===== src/hw/rtl/dmpd_pkg.sv =====
`timescale 1ns / 1ps
// ----------------------------------------------------------------------------
// dmpd_pkg: shared types and constants of the page directory
// Word layouts, mode codes, sequencer states and sizing constants.
// ----------------------------------------------------------------------------
package dmpd_pkg;

	localparam int ENTRIES   = 64;
	localparam int IDX_W     = $clog2(ENTRIES);
	localparam int ADDR_W    = 64;
	localparam int TAG_W     = 57;
	localparam int SIZE_W    = 13;
	localparam int OFF_W     = 16;
	localparam int SLOT_W    = 6;
	localparam int CNT_W     = 32;
	localparam int SHIFT_W   = 5;
	localparam int PG_W      = OFF_W + 1;
	localparam int Q_DEPTH   = 2;
	localparam int Q_AW      = $clog2(Q_DEPTH);

	localparam logic [SHIFT_W-1:0] MIN_SHIFT   = 5'd7;
	localparam logic [SHIFT_W-1:0] MAX_SHIFT   = 5'd16;
	localparam logic [SHIFT_W-1:0] RESET_SHIFT = 5'd12;
	localparam logic [SIZE_W-1:0]  MAX_ACCESS  = 13'd4096;

	typedef enum logic [1:0] {
		MODE_DATA    = 2'd0,
		MODE_INSN    = 2'd1,
		MODE_INSTALL = 2'd2,
		MODE_NONE    = 2'd3
	} mode_t;

	typedef enum logic [1:0] {
		ST_IDLE,
		ST_READ,
		ST_EMIT
	} state_t;

	typedef struct packed {
		logic [1:0]        mode;
		logic [ADDR_W-1:0] address;
		logic [SIZE_W-1:0] access_size;
		logic              is_write;
	} in_word_t;

	typedef struct packed {
		logic              hit;
		logic [SLOT_W-1:0] slot;
		logic [OFF_W-1:0]  page_offset;
		logic [SIZE_W-1:0] piece_length;
		logic              write_dir;
		logic              last;
		logic [ADDR_W-1:0] miss_address;
		logic [CNT_W-1:0]  hit_count;
		logic [CNT_W-1:0]  miss_count;
	} out_word_t;

	typedef struct packed {
		mode_t              mode;
		logic [ADDR_W-1:0]  addr;
		logic [SIZE_W-1:0]  size;
		logic               wdir;
		logic [SHIFT_W-1:0] shift;
	} cmd_t;

endpackage


===== src/hw/rtl/dmpd_fifo.sv =====
`timescale 1ns / 1ps
// ----------------------------------------------------------------------------
// dmpd_fifo: command queue
// Short queue that decouples intake from the lookup sequencer.
// ----------------------------------------------------------------------------
module dmpd_fifo (
	input  logic             clk,
	input  logic             arst_n,
	input  logic             push_valid,
	output logic             push_ready,
	input  dmpd_pkg::cmd_t   push_cmd,
	output logic             pop_valid,
	input  logic             pop_ready,
	output dmpd_pkg::cmd_t   pop_cmd
);

	dmpd_pkg::cmd_t                mem_q [dmpd_pkg::Q_DEPTH];
	logic [dmpd_pkg::Q_AW-1:0]     wr_ptr_q;
	logic [dmpd_pkg::Q_AW-1:0]     rd_ptr_q;
	logic [dmpd_pkg::Q_AW:0]       count_q;
	logic                          do_push;
	logic                          do_pop;

	assign push_ready = (count_q != (dmpd_pkg::Q_AW+1)'(dmpd_pkg::Q_DEPTH));
	assign pop_valid  = (count_q != '0);
	assign do_push    = push_valid && push_ready;
	assign do_pop     = pop_valid && pop_ready;
	assign pop_cmd    = mem_q[rd_ptr_q];

	always_ff @(posedge clk) begin
		if (do_push) begin
			mem_q[wr_ptr_q] <= push_cmd;
		end
	end

	always_ff @(posedge clk or negedge arst_n) begin
		if (!arst_n) begin
			wr_ptr_q <= '0;
			rd_ptr_q <= '0;
			count_q  <= '0;
		end else begin
			if (do_push) begin
				wr_ptr_q <= (wr_ptr_q == dmpd_pkg::Q_AW'(dmpd_pkg::Q_DEPTH-1)) ?
					'0 : wr_ptr_q + 1'b1;
			end
			if (do_pop) begin
				rd_ptr_q <= (rd_ptr_q == dmpd_pkg::Q_AW'(dmpd_pkg::Q_DEPTH-1)) ?
					'0 : rd_ptr_q + 1'b1;
			end
			unique case ({do_push, do_pop})
				2'b10:   count_q <= count_q + 1'b1;
				2'b01:   count_q <= count_q - 1'b1;
				default: count_q <= count_q;
			endcase
		end
	end

endmodule


===== config.mk =====
export PLATFORM = sky130hd
export DESIGN_NAME = dmpd_fifo
export DESIGN_NICKNAME = d
export VERILOG_FILES = /design/src/hw/rtl/dmpd_pkg.sv /design/src/hw/rtl/dmpd_fifo.sv
export SDC_FILE = /design/constraint.sdc
export NUM_CORES = 1
export LEC_CHECK = 0
export BUFFER_PORTS_ARGS = -buffer_cell sky130_fd_sc_hd__buf_2
export CAP_MARGIN = 40
export CORE_MARGIN = 1
export CORE_UTILIZATION = 45
export DETAILED_ROUTE_END_ITERATION = 10
export PLACE_DENSITY = 0.7
export SLEW_MARGIN = 20
export SYNTH_ARGS = -nofsm -noshare
export SYNTH_HDL_FRONTEND = slang
export SYNTH_SLANG_ARGS = --single-unit

===== constraint.sdc =====
create_clock -name clk -period 12.05 [get_ports clk]
set_clock_uncertainty 0.2 [all_clocks]
set_input_delay 2.41 -clock clk [delete_from_list [all_inputs] [get_ports clk]]
set_output_delay 2.41 -clock clk [all_outputs]
set_load 0.01 [all_outputs]

== After elaboration in Yosys (flattened, before gate mapping) ==
Memories as Yosys holds them, arrays and structs flattened.
Index checks and enable logic that the tools add are counted.
Operators by class
  $add $sub $neg: 4
  eq/ne operators: 3
  muxes and demuxes: 5
  reduce and logical (&&, ||, !) cells: 4
Operators by type and width (count)
  $mux 1: 4
  $pmux 2 s2: 1
  $reduce_bool 2->1: 2
  $add 1x1->1 const B: 2
  $add 2x1->2 const B: 1
  $eq 2x1->1 const B: 1
  $eq 2x2->1 const B: 1
  $logic_and 1x1->1: 2
  $ne 2x2->1 const B: 1
  $sub 2x1->2 const B: 1
Word-level totals
  bits in registers: 4
  bits in writable memories: 170
  output and inout bits: 87
  memories kept: 1
Memories
  mem_q: depth 2, width 85, read ports 1, clocked after Yosys merged registers in 0, wr ports 1, RTL line dmpd_fifo.sv:17  | dmpd_pkg::cmd_t mem_q [dmpd_pkg::Q_DEPTH];

== Logic depth before layout (Yosys ltp) ==
  depth in word-level cells: 4
  gate-level depth with buffers: 6
  depth with buffers taken out: 6

== Worst setup path after synthesis ==
Ideal clock, no wire load.
  path kind: input to register
  start point: in push_valid
  end point: mem mem_q[0][0] (netlist bit), enable pin
  arrival time: 6050 ps
  required time: 11321 ps
  path slack: 5271 ps
  stages: 2
  buffers on the path: 0
  cell sequence: nand2_1 nor2_1
Between the ends
  cells in the longest elaborated chain, start to end: 3
Ends and longest elaborated chain
  start, declared: RTL line dmpd_fifo.sv:9  | input logic push_valid,
  $logic_and 1x1->1: RTL line dmpd_fifo.sv:26  | assign do_push = push_valid && push_ready;
  $mux 1: RTL line dmpd_fifo.sv:31  | if (do_push) begin
  $mux 1 (implied by the code): RTL line dmpd_fifo.sv:32  | mem_q[wr_ptr_q] <= push_cmd;
  end, declared: RTL line dmpd_fifo.sv:17
No other way between the ends.

==> out/results.ini <==
[pwr]
comb_power_share_pct=29.5
switching_share_pct=28.1
p_clk_share_pct=24.6
powerDensity_nw_per_um2=241
p_int_mw=1.41
power_switching_mw=0.548
sequentialPowerShare_pct=45.9
vdd.ir_drop.worst_mv=0.131
leakage_nw=3.15

[critical_path]
r2r-start=count_q[0]
r2r_cells=5
critPathKind=flip-flop to output port
start_kind=flip-flop
rr_endpoint=mem_q[0][16]
crit_arrival_ns=2.59
cp-end-kind=output port
cp.required_ns=9.44
cp_max_fo=44
r2r_slack_ns=9.66

[detailed_routing]
post_drt_wl_per_cell_um=16.5
drt_iter0_drc=194
num_vias=3185
ant_nets=0
drc=0
firstDrtPassIters=4
wirelength_mm=10.9
viasPerCell=4.81

[flow_run]
max-cap-violations=0

[synthesis]
synthesis.nets=372
ys_warn_count=0
syn_avg_cell_area_um2=23.2
synth_common_cells=edfxtp_1 (170), mux2_2 (45), mux2_4 (40)
synth_flop_cell=edfxtp_1
yosysTopAreaCellShare_pct=78.1
ys_types=17
ys_ff_latch=174
yosysMostFrequentCell=edfxtp_1
synthCells=282
synth_enable_flop_cells=170
ys_seq_area_share_pct=79.7
synth_area_um2=6530
asyncSetResetFlopFracSynth_pct=2.30
synth_area_leaders=edfxtp_1 (78%), mux2_4 (9.2%), mux2_2 (7.8%)
yosysTopAreaCell=edfxtp_1

[sta]
setup-violations-final=0
rsz0062_at_grt=no
period_needed_ns=5.20
fmax_ghz=0.192
tns_ns=0
period_share_pct=43.1
slew_headroom_pct=53.1
hold_viol_final=0
worst_pin_slew_ns=0.704
drv_slew=0

[hold_path]
hold_depth=1
worstHoldStart=count_q[1]
hold_path.class=flip-flop to flip-flop
worstHoldEndpoint=count_q[1]

[global_routing]
overflow=0
grt_pass1_wl_mm=16.4
grt_start_max_net_pins=61
first_global_vias=3358
grt_usage_pct=15.2
antenna_found_initial=0

[clock_network]
clockBufferDepth=2
cts_setup_buffers=0
cts_root_buf=clkbuf_16
clock-sinks=174
cts_buffers=17
cts_max_level=4
cts_tree=yes
post_cts_resized=0
clock_latency_ns=0.42
path_clk_slew_ns=0.06
hold_buffers=0

[floorplanning]
initial_core_util_pct=46.5
core_um2=14000
die_w_um=122
dieArea_um2=15000
die_h_um=122
fp-row-count=43
ios=176

[status]
outcome=completed

[finish]
antenna_cells=0
n_fill_cell=1066
drive_gt1_share_pct=61.0
nets=561
regArea_um2=5210
design_area_um2=8120
multiInputGateArea_um2=1210
finalCoreUtilization_pct=57.8
area_growth_pct=24.2

[placed_design]
postPlaceCellArea_um2=7570
hpwl_mm=7.34
port_buffers=175
place_congestion=0.677

-- kinds of logic (layout without fill, tap and decap cells) --
group,after synthesis,count (layout),share of synthesized area [%]
DFF,174,174,79.7
muxes,85,85,16.9
buffers and inverters,10,210,1.93
and+or+nand+nor,7,7,0.594
xor gates and xnor gates,5,5,0.670
adders and majority gates,1,1,0.191
-- worst max-delay path, stage by stage, from the launching register on --
cell and delay, ns:
dfrtp_4 0.88, buf_4 0.69, mux2_2 0.41, buf_2 0.14
-- cell usage in the layout (no fill, tap or decap), types with 2 or more instances in the layout --
master        n
buf_16        2
buf_2       175
buf_4         3
clkbuf_1      4
clkbuf_16    17
clkinv_1      2
clkinv_2      4
clkinvlp_4    2
dfrtp_1       3
edfxtp_1    170
mux2_2       45
mux2_4       40
xnor2_1       3
xor2_1        2
-- how the worst max path moves through the flow --
stage / startpoint / to / slack [ns] / depth (start not counted)
2_1_floorplan: push_valid / mem_q[0][0] / 5.27 / 2
3_3_place_gp: rd_ptr_q / pop_cmd[80] / 7.31 / 3
3_5_place_dp: rd_ptr_q / pop_cmd[5] / 7.28 / 3
4_1_cts: rd_ptr_q / pop_cmd[64] / 6.82 / 3
5_1_grt: rd_ptr_q / pop_cmd[64] / 6.74 / 3
6_report: rd_ptr_q / pop_cmd[5] / 6.85 / 3
-- power groups by stage --
stage	logic (mW)	clock network (mW)	registers, mW
detailed placement	0.579	0	0.912
global placement	0.566	0	0.904
CTS	0.581	0.493	0.900
floorplan	0.441	0	0.878
finish	0.577	0.480	0.896
global route	0.625	0.515	0.911
-- area by class of cell --
cell class / count / area share, %
sequential: 174 / 64.2
clock buffer: 21 / 5.43
timing repair buffer: 180 / 11.7
clock inverter: 9 / 0.894
tap: 180 / 2.78
multi-input combinational: 98 / 15.0
-- through the flow --
step	cells	worst slack [ns]	power [mW]	hold WS, ns
after floorplan	282	5.27	1.32	0.256
after global placement	630	7.31	1.47	0.275
after detailed placement	631	7.28	1.49	0.303
after CTS	661	6.82	1.97	0.321
after global routing	662	6.74	2.05	0.338
final	662	6.85	1.95	0.319
-- state kept, by name, summed over array words and instances, names as in the netlist --
signal and flops:
count_q 2, mem_q 170, rd_ptr_q 1, wr_ptr_q 1
-- routing by layer --
layer	routed length, um	up-vias	GRT usage (%)
met1	4530	1546	17.9
met3	816	18	5.20
met5	0	-	0
met2	5320	128	24.4
li1	-	1493	-
met4	242	0	8.16
Note: power is estimated with default switching activity, not from simulation.
