[config.mk]
export PLATFORM = sky130hd
export DESIGN_NAME = dmpd_front
export DESIGN_NICKNAME = d
export VERILOG_FILES = /design/src/hw/rtl/dmpd_pkg.sv /design/src/hw/rtl/dmpd_front.sv
export SDC_FILE = /design/constraint.sdc
export NUM_CORES = 1
export LEC_CHECK = 0
export BUFFER_PORTS_ARGS = -buffer_cell sky130_fd_sc_hd__buf_2
export CAP_MARGIN = 20
export CORE_MARGIN = 8
export CORE_UTILIZATION = 26
export DETAILED_ROUTE_END_ITERATION = 16
export PLACE_DENSITY_LB_ADDON = 0.12
export SLEW_MARGIN = 20
export SYNTH_ARGS = -nofsm -noshare
export SYNTH_HDL_FRONTEND = slang
export SYNTH_SLANG_ARGS = --single-unit
[constraint.sdc]
create_clock -name clk -period 2.04 [get_ports clk]
set_clock_uncertainty 0.2 [all_clocks]
set_input_delay 0.408 -clock clk [delete_from_list [all_inputs] [get_ports clk]]
set_output_delay 0.408 -clock clk [all_outputs]
set_load 0.005 [all_outputs]
[src/hw/rtl/dmpd_pkg.sv]
`timescale 1ns / 1ps
// ----------------------------------------------------------------------------
// dmpd_pkg: shared types and constants of the page directory
// Word layouts, mode codes, sequencer states and sizing constants.
// ----------------------------------------------------------------------------
package dmpd_pkg;

	localparam int ENTRIES   = 64;
	localparam int IDX_W     = $clog2(ENTRIES);
	localparam int ADDR_W    = 64;
	localparam int TAG_W     = 57;
	localparam int SIZE_W    = 13;
	localparam int OFF_W     = 16;
	localparam int SLOT_W    = 6;
	localparam int CNT_W     = 32;
	localparam int SHIFT_W   = 5;
	localparam int PG_W      = OFF_W + 1;
	localparam int Q_DEPTH   = 2;
	localparam int Q_AW      = $clog2(Q_DEPTH);

	localparam logic [SHIFT_W-1:0] MIN_SHIFT   = 5'd7;
	localparam logic [SHIFT_W-1:0] MAX_SHIFT   = 5'd16;
	localparam logic [SHIFT_W-1:0] RESET_SHIFT = 5'd12;
	localparam logic [SIZE_W-1:0]  MAX_ACCESS  = 13'd4096;

	typedef enum logic [1:0] {
		MODE_DATA    = 2'd0,
		MODE_INSN    = 2'd1,
		MODE_INSTALL = 2'd2,
		MODE_NONE    = 2'd3
	} mode_t;

	typedef enum logic [1:0] {
		ST_IDLE,
		ST_READ,
		ST_EMIT
	} state_t;

	typedef struct packed {
		logic [1:0]        mode;
		logic [ADDR_W-1:0] address;
		logic [SIZE_W-1:0] access_size;
		logic              is_write;
	} in_word_t;

	typedef struct packed {
		logic              hit;
		logic [SLOT_W-1:0] slot;
		logic [OFF_W-1:0]  page_offset;
		logic [SIZE_W-1:0] piece_length;
		logic              write_dir;
		logic              last;
		logic [ADDR_W-1:0] miss_address;
		logic [CNT_W-1:0]  hit_count;
		logic [CNT_W-1:0]  miss_count;
	} out_word_t;

	typedef struct packed {
		mode_t              mode;
		logic [ADDR_W-1:0]  addr;
		logic [SIZE_W-1:0]  size;
		logic               wdir;
		logic [SHIFT_W-1:0] shift;
	} cmd_t;

endpackage

[src/hw/rtl/dmpd_front.sv]
`timescale 1ns / 1ps
// ----------------------------------------------------------------------------
// dmpd_front: intake and classification
// Holds the page shift register, clamps shift and size, drops unused modes
// and hands commands to the queue.
// ----------------------------------------------------------------------------
module dmpd_front (
	input  logic                 clk,
	input  logic                 arst_n,
	input  logic                 in_valid,
	output logic                 in_ready,
	input  dmpd_pkg::in_word_t   in_word,
	input  logic                 cfg_valid,
	output logic                 cfg_ready,
	input  logic [4:0]           cfg_data,
	output logic                 cmd_valid,
	input  logic                 cmd_ready,
	output dmpd_pkg::cmd_t       cmd
);

	logic [dmpd_pkg::SHIFT_W-1:0] shift_cfg_q;
	logic [dmpd_pkg::SHIFT_W-1:0] shift_eff;
	dmpd_pkg::mode_t              mode_in;

	assign cfg_ready = 1'b1;

	always_ff @(posedge clk or negedge arst_n) begin
		if (!arst_n) begin
			shift_cfg_q <= dmpd_pkg::RESET_SHIFT;
		end else if (cfg_valid && cfg_ready) begin
			shift_cfg_q <= cfg_data;
		end
	end

	always_comb begin
		priority if (shift_cfg_q < dmpd_pkg::MIN_SHIFT) begin
			shift_eff = dmpd_pkg::MIN_SHIFT;
		end else if (shift_cfg_q > dmpd_pkg::MAX_SHIFT) begin
			shift_eff = dmpd_pkg::MAX_SHIFT;
		end else begin
			shift_eff = shift_cfg_q;
		end
	end

	assign mode_in = dmpd_pkg::mode_t'(in_word.mode);

	always_comb begin
		cmd.mode  = mode_in;
		cmd.addr  = in_word.address;
		cmd.size  = (in_word.access_size > dmpd_pkg::MAX_ACCESS) ?
			dmpd_pkg::MAX_ACCESS : in_word.access_size;
		cmd.wdir  = in_word.is_write;
		cmd.shift = shift_eff;
	end

	// drop unused-mode words at the door
	assign cmd_valid = in_valid && (mode_in != dmpd_pkg::MODE_NONE);
	assign in_ready  = cmd_ready;

endmodule

* Yosys cells after proc, flatten, opt, wreduce, memory -nomap -nowiden
Index checks and enable logic that the tools add are counted.
** Storage, ports and cells
- Register bits after elaboration :: 5
- Output and inout bits :: 88
** Operators by class
- $lt $le $gt $ge :: 3
- Equal/unequal tests :: 1
- Reductions and logical operators :: 1
- Multiplexer cells :: 3
** Operators with widths (count)
- $gt A13 B13 Y1 const B :: 1
- $mux W13 :: 1
- $mux W5 :: 2
- $gt A5 B5 Y1 const B :: 1
- $lt A5 B3 Y1 const B :: 1
- $ne A2 B2 Y1 const B :: 1
- $logic_and A1 B1 Y1 :: 1

* Logic depth before layout (Yosys ltp)
Gate-level depths: netlist of run 1.
- Depth after elaboration :: 3
- Gate-level depth with buffers :: 3
- Gate-level depth less buffers :: 2

* Worst setup path before layout of run 1
Ideal clock, no wire load.
- Path type :: input -> output
- Start point :: in in_word[13] (netlist bit)
- End point :: out cmd[10] (netlist bit)
- Required time :: 1.432 ns
- Data arrival time :: 0.687 ns
- Stages :: 2
- Setup slack :: 0.745 ns
- Cells stage by stage :: buf_2 -> nor2b_1
** RTL lines
- start, declared :: RTL line dmpd_front.sv:12 : input dmpd_pkg::in_word_t in_word,
- end, declared :: RTL line dmpd_front.sv:18 : output dmpd_pkg::cmd_t cmd

==> results of run 1 <==
[per-layer routing]
layer	vias up	share of wire [%]
li1	205	-
met1	188	22
met2	30	54
met3	38	15
met4	0	8.9
met5	-	0
[power groups by stage]
stage,logic [mW],clock network (mW),registers (mW)
global placement,0.0908,0,0.120
finish,0.0898,0.113,0.119
CTS,0.0929,0.120,0.119
global route,0.0999,0.129,0.120
detailed placement,0.0910,0,0.120
floorplan,0.150,0,0.118
[stage by stage]
stage                     hold slack (ns)  utilization, %  setup WS, ns  power [mW]  cells
final                               0.175            20.0         0.367       0.321    127
after global routing                0.172            20.0         0.281       0.349    127
after CTS                           0.169            20.0         0.353       0.332    127
after detailed placement           0.0358            18.8         0.597       0.211    122
after global placement             0.0359            18.8         0.602       0.211    122
after floorplan                   -0.0876               -         0.745       0.268    107
[cell type report]
| class | count | area, um2 |
|---|---|---|
| Clock buffer | 4 | 26.3 |
| Timing Repair Buffer | 45 | 230 |
| Sequential cell | 5 | 128 |
| Tap cell | 44 | 55.1 |
| Inverter | 3 | 11.3 |
| Fill cell | 349 | 2460 |
| Multi-Input combinational cell | 26 | 164 |
[kinds of logic after synthesis]
| kind of cell | Yosys count | synth area share [%] |
|---|---|---|
| AOI/OAI and AO/OA | 7 | 4.44 |
| other | 1 | 0.444 |
| buffers and inverters | 76 | 65.5 |
| DFF | 5 | 15.1 |
| and+or+nand+nor | 16 | 11.0 |
| muxes | 2 | 3.56 |
[worst max path at each step]
stage                        start      end  slack, ns  cells past startpoint
CTS                 shift_cfg_q[2]   cmd[2]       0.35                      3
detailed placement     in_word[13]  cmd[14]       0.60                      3
floorplan              in_word[13]  cmd[10]       0.74                      2
finish              shift_cfg_q[2]   cmd[2]       0.37                      3
global route        shift_cfg_q[2]   cmd[2]       0.28                      3
global placement       in_word[13]  cmd[17]       0.60                      3
[cells in the mapped netlist, drive strengths merged]
library cell	n	area share (%)
nor2b	13	9.6
mux2	2	3.6
clkbuf	2	0.89
conb	1	0.44
a21boi	1	0.89
o21ai	3	1.8
dfrtp	3	8.9
dfstp	2	6.2
buf	71	63
a21oi	3	1.8
inv	3	1.3
nand2	3	1.3
[worst max-delay path: stages (launching register included)]
cell and delay [ns]:
dfstp_2 0.51, inv_1 0.05, a21oi_1 0.14, buf_2 0.13
[repair_timing]
item | 4_1_cts | 5_1_grt
setup endpoints to repair | 0 | 0
hold buffers | 1 | 0
endpoints found under the hold margin | 5 | 0
[cell usage in the layout, fill, tap and decap left out, drive strengths merged]
master        n
o21ai         3
dfrtp         3
dfstp         2
clkbuf        4
a21boi        1
a21oi         3
inv           3
conb          1
nand2         3
mux2          2
dlygate4sd3   1
buf          44
nor2b        13
==> flow_summary.toml, run 1 <==
[clock_tree]
cts_buffer_depth = 2
cts_htree_levels = 1
cts_root_buffer = "clkbuf_4"
post-cts-setup-buffer-count = 0
clock_sinks = 5
clk_pin_slew_worst_paths_ns = 0.04
clock_latency_ns = 0.24
cts_buffers = 3
ctsResizeCount = 0
cts_tree = "yes"

[layout]
largest_reg_flops = 5
drive_gt1_share_pct = 61.4
regMostFlops = "shift_cfg_q"
syn2layout_area_growth_pct = -27.3
fin_nets = 174
n_antenna_cell = 0
fin_area_um2 = 614
largestRegisters = "shift_cfg_q (5)"

[setup_path]
rrSetupSlack_ns = 1.02
reg2reg_to = "shift_cfg_q[4]"
worstPathArrival_ns = 1.07
end_kind = "output pin"
rr_startpoint = "shift_cfg_q[4]"
worstPathRequired_ns = 1.43
critPathKind = "flop to output pin"
worst_r2r_path_depth = 1
cp_max_fo = 2
worstSetupStartpointType = "flop"

[place]
place_area_um2 = 578
gp_congestion = 0.682
numPortBuffers = 44
hpwl_mm = 1.86

[global_routing]
top_usage_layer = "met2"
met3_usage_pct = 5.22
grt_use_met2_pct = 12.6
grt.overflow.total = 0
antenna_found_initial = 0
grt_max_degree = 14
use_met1_pct = 3.84
grt_pass1_wl_mm = 2.87
grt_use_total_pct = 7.15
first_global_vias = 519

[pwr]
p_seq_share_pct = 37.0
pwr-share-clk_pct = 35.1
vdd_drop_max_v = 0.000329
netSwitchingPower_uw = 83.5
powerDensity_mw_per_mm2 = 523
combPwrFrac_pct = 28.0
intPower_uw = 238
p_leak_nw = 0.341
swShare_pct = 26.0

[drt]
drc_errors = 0
drt-pass1-iter-count = 2
routed_wl_mm = 2.09
postRouteAntennaNets = 0
vias_per_cell = 3.63
vias = 461
wire_per_inst_um = 16.5
drt_iter0_markers = 2

[min_path]
whs_path_depth = 3
min_from = "cfg_data[1]"
hp-class = "primary input to flop"
hold_end = "shift_cfg_q[1]"

[synth]
ys_ff_latch = 5
yosysSeqAreaShare_pct = 15.1
syn_area_per_cell_um2 = 7.89
synthCells = 107
ys_types = 14
synth_fp_nets = 197
syn_area_um2 = 845
ys_warn_count = 0

[die]
start_util_pct = 27.4
die_y_um = 73.0
io_pins = 178
die_w_um = 73.0
dieArea_mm2 = 0.00533
rows = 20
core_area_mm2 = 0.00308

[run_status]
status = "complete, no violations"

[timing]
fmax_mhz = 598
rsz0062_at_grt = "no"
hold_violations = 0
tns_ns = 0
final_max_slew_viol_count = 0
setup_viol = 0
timing.final.crit_share_pct = 82.0
post-route-min-period_ns = 1.67

[job]
maxCapViolCount = 0
(Power assumes the default switching activity.)
==> run 2, diff against run 1 <==
- ABC_AREA: unset -> 1
- CORE_UTILIZATION: 26 -> 27
- clock period: 2.04 -> 1.7 ns (I/O delays scaled with it)
==> flow_summary.toml, run 2 <==
[synth]
synth_fp_nets = 226
syn_area_per_cell_um2 = 7.17
synthTopCellsByCount = "buf_4, inv_1, nand2_1"
synth-main-ff-cell = "dfrtp_1"
synth_top_family_by_area = "buffers and inverters"
async_reset_ff_share_pct = 100
synthCells = 136
yosysTopAreaCell = "buf_4"
synth-simple-area-share_pct = 8.47
ys_warn_count = 0
synth_edf_count = 0
synthXorXnorAreaFrac_pct = 0
synth_fa_ha_area_share_pct = 0
syn_area_um2 = 975
yosysSeqAreaShare_pct = 13.1
synth.area.mux_share_pct = 1.16
synth_compound_area_share_pct = 14.6
ys_types = 19
synth_top_area_share_pct = 53.1
synth.most_common_cell = "buf_4"
yosys-top-cells-area = "buf_4, a21oi_2, dfrtp_1"
ys_ff_latch = 5

[setup_path]
reg2reg_to = "shift_cfg_q[3]"
rr_startpoint = "shift_cfg_q[3]"
worstSetupStartpointType = "primary input"
rrSetupSlack_ns = 0.69
cp_max_fo = 6
crit_path_start = "in_word[1]"
worstPathArrival_ns = 1.16
worstPathRequired_ns = 1.16
end_kind = "output pin"
worst_r2r_path_depth = 2
critPathKind = "primary input to output pin"
endpoint = "cmd[14]"

[drt]
wire_per_inst_um = 13.7
drc_errors = 0
vias = 674
routed_wl_mm = 2.27
drt_iter0_markers = 24
vias_per_cell = 4.06
drt-pass1-iter-count = 4
postRouteAntennaNets = 0

[layout]
final_common_cell = "buf_2"
mostFrequentLayoutCells = "buf_2, inv_1, a21oi_2, nand2_1"
largestRegisters = "shift_cfg_q (5)"
drive_gt1_share_pct = 68.6
seq_area_um2 = 128
largest_reg_flops = 5
utilization_pct = 25.3
fin_area_um2 = 906
fin_nets = 209
multi_input_area_um2 = 319
syn2layout_area_growth_pct = -7.06
nFillCells = 411
regMostFlops = "shift_cfg_q"
n_antenna_cell = 0

[pwr]
combPwrFrac_pct = 37.2
swShare_pct = 30.5
intPower_uw = 309
powerDensity_mw_per_mm2 = 491
total_power_uw = 445
vdd_drop_max_v = 0.000324
netSwitchingPower_uw = 136
p_seq_share_pct = 32.3
p_leak_nw = 0.500
pwr-share-clk_pct = 30.5

[timing]
fmax_mhz = 587
setup_viol = 1
fin_ws_ns = -0.00359
rsz0062_at_grt = "yes"
timing.final.crit_share_pct = 100
hold_slack_ns = 0.115
hold_violations = 0
final_max_slew_viol_count = 0
post-route-min-period_ns = 1.70

[die]
rows = 22
die_y_um = 76.1
dieArea_mm2 = 0.00579
die_w_um = 76.1
start_util_pct = 27.2
core_area_mm2 = 0.00358
io_pins = 178

[job]
maxCapViolCount = 0

[clock_tree]
cts_tree = "yes"
cts_buffers = 3
clk_pin_slew_worst_paths_ns = 0.04
cts_buffer_depth = 2
clock_latency_ns = 0.24
clock_sinks = 5
cts_htree_levels = 1
cts_root_buffer = "clkbuf_4"

[global_routing]
grt_max_degree = 14
grt_use_total_pct = 7.41
first_global_vias = 734
grt.overflow.total = 0
antenna_found_initial = 0
grt_pass1_wl_mm = 3.59

[place]
place_area_um2 = 746
numPortBuffers = 44
gp_congestion = 0.728
hpwl_mm = 1.84

[run_status]
violations = "setup timing"
status = "finished with violations"

[min_path]
hp-class = "primary input to flop"
min_from = "cfg_data[3]"
==> run 2: how the worst min path moves through the flow <==
stage                           to  slack (ns)  depth (start not counted)
floorplan           shift_cfg_q[0]       -0.16                          0
global placement    shift_cfg_q[4]       -0.03                          1
detailed placement  shift_cfg_q[4]       -0.04                          1
CTS                 shift_cfg_q[4]        0.11                          3
global route        shift_cfg_q[4]        0.12                          3
finish              shift_cfg_q[3]        0.12                          3
==> run 2: stage by stage <==
step / setup TNS (ns) / setup slack, ns / instances
2_1_floorplan: 0 / 0.237 / 136
6_report: -0.00359 / -0.00359 / 166
3_3_place_gp: -1.63 / -0.163 / 159
3_5_place_dp: -1.40 / -0.137 / 159
5_1_grt: -0.500 / -0.0575 / 166
4_1_cts: -0.0289 / -0.0263 / 166
==> run 2: worst max-delay path, cell delays in order <==
cell	delay, ns
buf_2	0.12
nor2_4	0.08
nand2_2	0.07
nor2_4	0.17
nand2_4	0.11
a21oi_2	0.13
buf_2	0.14
==> run 2: cell families after synthesis <==
group,Yosys count
compound gates,19
buf+inv,90
flops,5
mux,1
other cells,1
simple gates,20
==> run 2: power by group through the flow <==
stage | Clock, mW | Combinational, mW | Sequential, mW
floorplan | 0 | 0.194 | 0.142
finish | 0.136 | 0.165 | 0.144
detailed placement | 0 | 0.141 | 0.144
global route | 0.160 | 0.185 | 0.145
CTS | 0.141 | 0.158 | 0.143
global placement | 0 | 0.142 | 0.144
==> run 2: what timing repair did <==
item                                    in CTS  in global routing
gates cloned                                 1                  0
hold endpoints to repair                     5                  0
hold buffers                                 1                  0
pin swaps                                    8                 13
gates resized for setup                     13                 12
buffers inserted                             1                  0
endpoints found under the setup margin      12                 13
==> run 2: area by class of cell <==
type                            count  share of cell area (%)
Inverter                           16                    6.63
Multi-Input combinational cell     42                    35.2
Sequential cell                     5                    14.1
Clock buffer                        4                    2.90
Timing Repair Buffer               51                    34.5
Tap cell                           48                    6.63
==> run 2: routing by layer <==
layer | GRT usage, % | part of all wire, %
met4 | 3.65 | 4.0
met2 | 12.2 | 52
met1 | 6.26 | 29
met3 | 6.13 | 15
met5 | 0 | 0
